===== src/rtl/sie_pkg.sv =====
// ----------------------------------------------------------------------------
// sie_pkg
// Shared types and codes for the 16-bit instruction executor.
// ----------------------------------------------------------------------------
package sie_pkg;

    localparam int MEM_ADDR_BITS_DEF = 16;

    localparam logic [3:0] OP_BR   = 4'd0;
    localparam logic [3:0] OP_ADD  = 4'd1;
    localparam logic [3:0] OP_LD   = 4'd2;
    localparam logic [3:0] OP_ST   = 4'd3;
    localparam logic [3:0] OP_BL   = 4'd4;
    localparam logic [3:0] OP_AND  = 4'd5;
    localparam logic [3:0] OP_LDR  = 4'd6;
    localparam logic [3:0] OP_STR  = 4'd7;
    localparam logic [3:0] OP_NOT  = 4'd9;
    localparam logic [3:0] OP_JMP  = 4'd12;
    localparam logic [3:0] OP_LEA  = 4'd14;
    localparam logic [3:0] OP_TRAP = 4'd15;

    localparam logic [2:0] BR_Z   = 3'd0;
    localparam logic [2:0] BR_NZ  = 3'd1;
    localparam logic [2:0] BR_N   = 3'd2;
    localparam logic [2:0] BR_P   = 3'd3;
    localparam logic [2:0] BR_AL  = 3'd7;

    localparam logic [7:0] TV_HALT  = 8'd0;
    localparam logic [7:0] TV_NL    = 8'd1;
    localparam logic [7:0] TV_PRINT = 8'd2;

    localparam logic [2:0] EV_NONE    = 3'd0;
    localparam logic [2:0] EV_NL      = 3'd1;
    localparam logic [2:0] EV_PRINT   = 3'd2;
    localparam logic [2:0] EV_HALT    = 3'd3;
    localparam logic [2:0] EV_BADBR   = 3'd4;
    localparam logic [2:0] EV_HALTED  = 3'd5;

    localparam logic ACT_LOAD = 1'b0;

    typedef struct packed {
        logic        action;
        logic [15:0] load_address;
        logic [15:0] load_word;
    } item_t;

    typedef enum logic [1:0] {
        ST_CLEAR,
        ST_IDLE,
        ST_FETCH,
        ST_LOAD
    } state_t;

endpackage


===== src/rtl/sie_front.sv =====
// ----------------------------------------------------------------------------
// sie_front
// Input acceptance and a two-entry queue toward the execution side.
// ----------------------------------------------------------------------------
module sie_front (
    input  logic          clk,
    input  logic          rst_n,
    input  logic          in_valid,
    output logic          in_ready,
    input  sie_pkg::item_t in_item,
    output logic          q_valid,
    output sie_pkg::item_t q_item,
    input  logic          q_pop
);
    import sie_pkg::*;

    item_t      q_reg [2];
    logic       wr_ptr_reg, wr_ptr_next;
    logic       rd_ptr_reg, rd_ptr_next;
    logic [1:0] cnt_reg, cnt_next;
    logic       push;

    assign in_ready = (cnt_reg != 2'd2);
    assign push     = in_valid && in_ready;
    assign q_valid  = (cnt_reg != 2'd0);
    assign q_item   = q_reg[rd_ptr_reg];

    always_comb
    begin
        wr_ptr_next = wr_ptr_reg ^ push;
        rd_ptr_next = rd_ptr_reg ^ q_pop;
        cnt_next    = cnt_reg + {1'b0, push} - {1'b0, q_pop};
    end

    always_ff @(posedge clk or negedge rst_n)
    begin
        if (!rst_n)
        begin
            wr_ptr_reg <= 1'b0;
            rd_ptr_reg <= 1'b0;
            cnt_reg    <= 2'd0;
        end
        else
        begin
            wr_ptr_reg <= wr_ptr_next;
            rd_ptr_reg <= rd_ptr_next;
            cnt_reg    <= cnt_next;
        end
    end

    always_ff @(posedge clk)
    begin
        if (push)
        begin
            q_reg[wr_ptr_reg] <= in_item;
        end
    end
endmodule


===== config.mk =====
export PLATFORM = sky130hd
export DESIGN_NAME = sie_front
export DESIGN_NICKNAME = d
export VERILOG_FILES = /design/src/rtl/sie_pkg.sv /design/src/rtl/sie_front.sv
export SDC_FILE = /design/constraint.sdc
export NUM_CORES = 1
export LEC_CHECK = 0
export BUFFER_PORTS_ARGS = -buffer_cell sky130_fd_sc_hd__buf_2
export CORE_AREA = 2 2 108 110
export DETAILED_ROUTE_END_ITERATION = 12
export DIE_AREA = 0 0 110 112
export PLACE_DENSITY_LB_ADDON = 0.08
export SLEW_MARGIN = 15
export SYNTH_ARGS = -nofsm -noshare
export SYNTH_HDL_FRONTEND = slang
export SYNTH_SLANG_ARGS = --single-unit

===== constraint.sdc =====
create_clock -name clk -period 3 [get_ports clk]
set_input_delay 0 -clock clk [delete_from_list [all_inputs] [get_ports clk]]
set_output_delay 0 -clock clk [all_outputs]
set_load 0.01 [all_outputs]

### After elaboration in Yosys (flattened, before gate mapping)

Memory sizes are Yosys's and may differ from the RTL's.
Cells that the tools add are included.
W data, S select, Z words.

* output and inout port bits: 35
* bits in latches: 0
* memory bits (read-only): 0
* bits in writable memories: 66
* memories: 1
* register bits after elaboration: 4

* div/mod/pow operators: 0
* eq/ne operators: 1
* multiplexer cells: 2
* shift-type cells: 0
* reductions and logical operators: 2
* $mul: 0
* $add $sub $neg: 2
* bitwise gates (word level): 2
* $lt $le $gt $ge: 0

Memories
* q_reg: depth 2, bits a word 33, read ports 1, clocked after memory_dff 0, wr ports 1, line sie_front.sv:17 `item_t q_reg [2];`

Operators with widths (number)
* $add A2 B1 Y2: 1
* $mux W1: 2
* $ne A2 B2 Y1 const B: 1
* $reduce_bool A2 Y1: 1
* $sub A2 B1 Y2: 1
* $xor A1 B1 Y1: 2
* $logic_and A1 B1 Y1: 1

### Depth between registers and ports, before layout

Gate-level depths: netlist (run 1).

* word-level depth: 4
* mapped depth: 5

### Worst setup path before layout (run 1)

OpenSTA, ideal clock, no wires.

* path type: reg-to-reg
* start point: reg cnt_reg[1]
* end point: mem q_reg[1][0] (netlist name), enable pin
* clock period less this slack: 2.486 ns
* library setup time: 0.423 ns
* stages on the path, launching flop included: 4
* required time: 2.577 ns
* path slack: 0.514 ns
* path buffers: 0
* arrival: 2.063 ns
* path through: dfrtp_1 > nand2b_1 > nand2_1 > nor2_1

* word-level cells in the longest chain between the ends: 4

RTL lines
* start: declaration: line sie_front.sv:20 `logic [1:0] cnt_reg, cnt_next;`
* start signal: assignment: line sie_front.sv:47 `cnt_reg <= cnt_next;`
* $ne A2 B2 Y1: line sie_front.sv:23 `assign in_ready = (cnt_reg != 2'd2);`
* named net in_ready: line sie_front.sv:9 `output logic in_ready,`
* $logic_and A1 B1 Y1: line sie_front.sv:24 `assign push = in_valid && in_ready;`
* $mux W1: line sie_front.sv:53 `if (push)`
* $mux W1 (not written as such): line sie_front.sv:55 `q_reg[wr_ptr_reg] <= in_item;`
* end: declaration: line sie_front.sv:17

The timed path passes the listed nets, and every way through them passes these cells.

==> results.txt, run 1 <==
* Master cell of the clock root buffer: clkbuf_16
- Number of buffers on the longest clock path: 2
- Once the floorplan was initialized, standard cells occupied 24.35% of the core.
- Setup repair after global routing left no endpoint under its margin.
- Switching power share of the total: 26.44%
- Number of antenna repair diodes: 0
- Number of endpoints with negative hold slack in the final report: 0
- In the global route stage, overall resource usage came out at 8.828%.
- Post-synthesis cell count: 122
- Port buffer count: 71
- In the final routed layout, each cell accounts on average for 13.34 um.
- Syn_area_per_cell: 22.31 um2
* Area fraction of the dominant cell type after synthesis: 72.83%
- Summing every instance area after synthesis gives 2721 um2.
- Dominant cells by area after synthesis: edfxtp_1 (73%), mux2_4 (16%), dfrtp_1 (3.7%), buf_6 (1.7%), mux2_2 (1.7%)
- From bottom edge to top edge, the die measures 112 um.
- Vias in the first global route: 1,583
* Setup TNS: 0 ns
- Die X: 110 um
- The total area inside the core boundary comes to 11,170 um2.
* Number of standard-cell rows in the floorplan: 39
- For this run, design rule violations remaining after detail routing come to 0.
- Endpoint class of the critical path: primary output
- Across all hold checks on the routed design, the worst slack comes to 0.05884 ns.
* Critical path class: reg -> out
- Gate power share: 26.9%
- Worst-skew pair later-pin latency: 0.32 ns
* Remaining max-slew budget at the tightest pin: 28.63%
* Transition time of the tightest slew-check pin: 1.071 ns
- Crit start category: register
* Minimum clock period after layout: 1.970 ns
- The worst hold path belongs to the class in -> reg.
- Number of buffers inserted by post-CTS setup repair: 0
- For this design, the sink count on the clock tree is 70.
- The number of nets in the synthesized netlist is 161.
- Net Switching: 976.8 uW
- Length of the first detailed-routing pass in iterations: 4
- TritonCTS built the clock tree.
- Drt initial violations: 49
* Flop pwr share: 41.3%
- Internal power comes to 2718 uW.
* Post-layout nets: 277
* Final ANT Viol Nets: 0
* Setup violation total in the final timing report: 0
- Crit Path Max Fanout: 34
- DR vias: 1,495
- Number of antenna violations at the first check in global routing: 0
- Reg clk slew, reported paths: 0.06 ns
- Dividing the final minimum period by the clock period gives 65.66%.
- Sequential element share of the synthesized area: 76.51%
- Maximum clock frequency: 507.7 MHz
- Max FFs per register: 66
* Run status: finished, final reports clean
- In this run the count of I/O pins placed on the die edge is 72.
* Power per standard cell area: 938.4 nW/um2
- Cells with a size suffix above 1 make up 52.26% of the layout.
- The H-tree was split into 3 levels.
- After detailed routing, the total wire length is 5.148 mm.
* Max-slew violation count: 0
- For this run the aggregate overflow at the end of global routing stands at 0.
- STA puts the critical path data required time at 3.00 ns.
- STA puts the critical path data arrival time at 1.97 ns.
- Synth unique cells: 16
- Final Skew: 0.007747 ns
- Across the VDD grid, the largest voltage drop is 417.7 uV.
* First-pass GRT wire length: 7.845 mm
- Buffers inserted during clock tree synthesis total 9.
- Maximum capacitance violations: 0
- For this run, the number of Yosys warnings is 0.
* Routability cong.: 0.6344
- The synthesized design spends more area on one cell type than any other, namely edfxtp_1.
- The area growth from synthesis to layout is 44.69%.
- Filler Cell Count: 1,065
- Fraction of power consumed by the clock network: 31.8%
- Pin count of the biggest net entering global routing: 35
- Die Outline Area: 12,320 um2
- The analysis attributes to cell leakage a power of 0.001579 uW.
- Dpl hpwl: 3.432 mm
- Dividing the detail-routed via count by the number of cells gives 3.873.
- Flip-flop and latch count after synthesis: 70
[per-layer routing]
layer	global-route usage [%]	part of all wire, %	up-vias
met5	0	0	-
met4	4.304	1.4	0
met3	3.279	5.4	6
met2	15.34	54	40
met1	9.214	39	741
li1	-	-	708
[worst paths after layout]
path	from	to	slack (ns)	depth (start not counted)
max in group asynchronous	rst_n	wr_ptr_reg	1.74	4
max	rd_ptr_reg	q_item[0]	1.03	2
min	in_valid	cnt_reg[1]	0.06	4
min reg2reg	cnt_reg[0]	cnt_reg[0]	0.56	1
max reg2reg	cnt_reg[1]	q_reg[0][19]	1.09	4
min in group asynchronous	rst_n	cnt_reg[0]	0.55	3
[power groups by stage]
stage | Clock, uW | Combinational (uW) | Sequential (uW)
2_1_floorplan | 0 | 782 | 1410
3_3_place_gp | 0 | 974 | 1540
3_5_place_dp | 0 | 990 | 1560
4_1_cts | 1210 | 1030 | 1540
5_1_grt | 1250 | 1080 | 1560
6_report | 1170 | 996 | 1520
[cell usage after synthesis]
| cell | count |
|---|---|
| a21bo_1 | 1 |
| nor2_1 | 1 |
| nand2_1 | 1 |
| inv_1 | 3 |
| nor3b_2 | 1 |
| mux2_2 | 4 |
| dfrtp_1 | 4 |
| or2_2 | 1 |
| ha_1 | 2 |
| xnor2_1 | 2 |
| a21oi_2 | 1 |
| edfxtp_1 | 66 |
| xor2_1 | 1 |
| nand2b_1 | 1 |
| buf_6 | 4 |
| mux2_4 | 29 |
[cells by family after synthesis]
group	share of synthesized area (%)
XOR/XNOR	0.9657
flip-flops	76.51
AND/OR/NAND/NOR	1.195
AO/OA/AOI/OAI	0.6897
multiplexers	17.66
adder cells (fa/ha/maj)	0.9194
buffers and inverters	2.069
[worst max-delay path, stage by stage (launching register included)]
cell and delay (ns):
dfrtp_2 1.07, mux2_2 0.43, buf_2 0.14
[stage by stage]
stage	util (%)	std cells	total power [uW]	area (um2)	setup slack (ns)
3_5_place_dp	28.90	333	2546	3229	1.061
3_3_place_gp	28.90	333	2515	3229	1.136
2_1_floorplan	-	122	2195	2721	0.5137
5_1_grt	35.24	386	3895	3938	0.8884
6_report	35.24	386	3695	3938	1.030
4_1_cts	35.24	386	3781	3938	0.9428
[cells in the final DEF, fill, tap and decap left out, drive strengths merged]
master and n:
nand2 1, mux2 33, a21bo 1, a21oi 1, nor2 1, nand2b 1, ha 2, dlygate4sd3 37
clkbuf 9, clkinv 3, buf 72, nor3b 1, or2 1, xor2 1, dfrtp 4, bufinv 3
inv 3, xnor2 2, edfxtp 66, clkinvlp 1
[final cells by class]
class | count | area, um2 | area share (%)
sequential | 70 | 2083 | 52.91
timing repair buffer | 109 | 733.2 | 18.62
multi-input combinational | 45 | 593.1 | 15.06
clock buffer | 9 | 225.2 | 5.720
tap | 143 | 178.9 | 4.544
clock inverter | 7 | 112.6 | 2.860
inverter | 3 | 11.26 | 0.2860
[timing repair]
item	4_1_cts	5_1_grt
endpoints found under the setup margin	0	0
endpoints found under the hold margin	71	0
hold buffers	37	0
gates resized for setup	0	0
Power figures use the tool's default switching activity.
==> run 2: changes to the inputs <==
--- a/config.mk
+++ b/config.mk
@@ -5,6 +5,7 @@
 export SDC_FILE = /design/constraint.sdc
 export NUM_CORES = 1
 export LEC_CHECK = 0
+export ABC_AREA = 1
 export BUFFER_PORTS_ARGS = -buffer_cell sky130_fd_sc_hd__buf_2
 export CORE_AREA = 2 2 108 110
 export DETAILED_ROUTE_END_ITERATION = 12
==> constraint.sdc (replaced) <==
create_clock -name clk -period 1.82 [get_ports clk]
set_input_delay 0 -clock clk [delete_from_list [all_inputs] [get_ports clk]]
set_output_delay 0 -clock clk [all_outputs]
set_load 0.01 [all_outputs]
==> run 2 against run 1 <==
First-iteration DRC count is 2.0% lower. Sequential share of layout area shrank 0.22 points. Die area did not move. Sequential power is 51% higher. Critical path type unchanged. Largest cell class unchanged. Non-clock buffer count rose by 4. Setup slack worse by 0.75 ns. Routed wire length increased by 1.2%. Largest power group unchanged. Synthesized area increased by 0.97%. Count of clock-buffer cells in the layout unchanged.
==> results.txt, run 2 <==
- Leakage power figure: 0.001619 uW
* Setup TNS: 0 ns
- Pin count of the biggest net entering global routing: 20
- Starting utilization of the core area: 24.59%
- The die covers 12,320 um2.
- Number of buffers on the longest clock path: 2
* Maximum capacitance violations: 0
- Synth unique cells: 12
- During synthesis, Yosys emitted a total of 0 warnings.
- The synthesized netlist devotes 1.821% of its cell area to simple gates.
- Flip-flop and latch count after synthesis: 70
* Compound-Gate Fraction of Synth Area: 0%
- Number of antenna repair diodes: 0
* Final Skew: 0.007109 ns
* Post-detailed-route via-to-cell ratio: 3.787
* Post-synthesis mux area share: 17.49%
* Clock tree from TritonCTS: yes
* Gates resized, CTS repair: 0
- Class of the worst hold path: in -> reg
- Setup repair after global routing left no endpoint under its margin.
- Fraction of synthesis flops using an asynchronous set or reset pin: 5.714%
* Area fraction of the dominant cell type after synthesis: 72.13%
- Final ANT Viol Nets: 0
* Minimum clock period after layout: 1.539 ns
- Filler Cell Count: 1,046
- After floorplanning, the core was sized to cover 11,170 um2.
* Critical-path top delay cell: mux2_2
- Leaving out fill and tap cells, the most frequent cell in the layout is buf_2.
* Total power draw: 6009 uW
- H-tree level count: 3
* Most instantiated cells after synthesis: edfxtp_1 (66), mux2_4 (29), nand2_1 (11)
* Number of standard-cell rows in the floorplan: 39
- Endpoint class of the critical path: primary output
- The initial antenna violation count is 0.
- Traced cell by cell, the critical path runs through buf_4 -> mux2_2 -> buf_2.
- The via count of the first global-routing pass came to 1,631.
- The pre-antenna-repair detailed-routing pass consisted of 3 iterations.
- Hold-fix buffers, CTS: 36
- Dominant cells by area after synthesis: edfxtp_1 (72%), mux2_4 (16%), dfrtp_1 (3.6%), buf_12 (2.2%), mux2_2 (1.6%)
- Drt initial violations: 48
* Total clock buffers created by CTS: 9
- Post-synthesis xor/xnor area fraction: 0.3188%
- The routed design has 5.208 mm of wire.
- Worst-skew pair later-pin latency: 0.33 ns
- After clock tree synthesis, the setup repair step added 0 buffers.
- Grt ovf: 0
- Largest voltage drop on the vdd net: 729.9 uV
- In this run the tool buffered the top-level ports with 71 buffer cells.
* Reg clk slew, reported paths: 0.06 ns
- The largest single stage delay on the critical path is 0.38 ns.
* Run status: finished, final reports clean
- Pin placement for this block handled 72 I/O pins.
- Yosys mapped a number of flops with a built-in enable equal to 66.
* Syn_area_per_cell: 20.97 um2
- For this run, design rule violations remaining after detail routing come to 0.
- The number of max-slew violations in the final report came to 0.
- Global routing consumed, over all layers together, 9.152% of the routing resources.
- Data on the critical path arrives at its endpoint at 1.54 ns.
- Synthesis handed over a netlist of 131 instances.
* Master cell of the clock root buffer: clkbuf_16
* Transition time of the tightest slew-check pin: 0.3593 ns
- In this run the worst path has a maximum fanout of 19.
* Cell area after technology mapping: 2748 um2
- DR WL/cell: 13.05 um
* Vertical die dimension: 112 um
- The number of endpoints with negative hold slack in the final report was 0.
- The post-route netlist has 50.00% of its cells at a drive strength greater than 1.
- The first global-routing pass estimated 7.983 mm of wire.
* Maximum clock frequency: 649.9 MHz
- In the synthesized netlist the dominant register cell turns out to be edfxtp_1.
- For the worst setup path, the data required time is 1.82 ns.
- Highest-count cells in the layout ignoring fill and taps: buf_2 (71), edfxtp_1 (66), dlygate4sd3_1 (36)
- Relative to the synthesized area, the layout overhead comes to 43.90%.
* Power per standard cell area: 1520 nW/um2
* Largest area contributor in the synthesized netlist: edfxtp_1
* Synth Area in Adders: 0.9107%
- Setup violation total in the final timing report: 0
- For this run, the post-layout net count is 290.
* Max FFs per register: 66
- Dpl hpwl: 3.510 mm
- Number of nets produced by synthesis: 170
- The worst path uses 84.54% of the clock period.
* Most numerous cell in the Yosys netlist: edfxtp_1
- Crit start category: register
- Critical path class: reg -> out
- Clock Sinks: 70
- Detailed routing inserted a total of 1,511 vias.
* Largest family of logic cells by synthesized area: multiplexers
- Die X: 110 um
- Measured against its own limit, the worst slew margin works out to 76.04%.
- Sequential element share of the synthesized area: 75.77%
- Routability-driven placement finished with a final weighted congestion of 0.6119.
run 2: cells by family after synthesis:
group,count (synthesis)
mux,33
fa+ha+maj,2
xor+xnor,1
simple gates,13
buf+inv,12
flops,70
run 2: final timing paths:
check	startpoint	slack (ns)	endpoint	cells after the start
min in group asynchronous	rst_n	0.57	cnt_reg[0]	3
worst max-delay path	rd_ptr_reg	0.28	q_item[2]	3
max in group asynchronous	rst_n	1.05	rd_ptr_reg	3
worst min register to register	cnt_reg[0]	0.52	cnt_reg[0]	1
worst min-delay path	in_valid	0.09	cnt_reg[1]	4
worst max register to register	cnt_reg[0]	0.31	cnt_reg[1]	13
run 2: power by group:
part	internal (uW)	leakage (uW)	switching [uW]	total (uW)
registers	2210	0.000659	91.8	2300
clock network	1190	0.000149	612	1800
logic	967	0.000811	944	1910
total	4360	0.00162	1650	6010
run 2: critical path, delay by kind of cell (launching register included):
| kind | cells | cell delay, ns |
|---|---|---|
| buffers and inverters | 2 | 0.47 |
| flip-flops | 1 | 0.35 |
| multiplexers | 1 | 0.38 |
run 2: routing by layer:
layer	global-route usage, %	share of wire [%]	wire, um
met1	9.723	39	2052
met4	5.316	2.6	135
met5	0	0	0
met3	4.098	7.8	408
met2	14.81	50	2612
run 2: layout make-up:
class	instances	area (um2)	share of cell area, %
clock inverter	7	88.84	2.247
multi-input combinational	49	574.3	14.53
tap	143	178.9	4.525
inverter	8	30.03	0.7595
sequential	70	2083	52.69
timing repair buffer	113	773.2	19.56
clock buffer	9	225.2	5.696
run 2: stage by stage:
step / setup WS [ns] / utilization (%) / hold slack, ns / instances / instance area, um2
4_1_cts: 0.2318 / 35.38 / 0.07262 / 399 / 3954
2_1_floorplan: 0.1712 / - / -0.2956 / 131 / 2758
5_1_grt: 0.1027 / 35.38 / 0.1259 / 399 / 3954
3_5_place_dp: 0.3004 / 29.35 / -0.1779 / 347 / 3279
6_report: 0.2814 / 35.38 / 0.08949 / 399 / 3954
3_3_place_gp: 0.3881 / 29.35 / -0.1826 / 347 / 3279
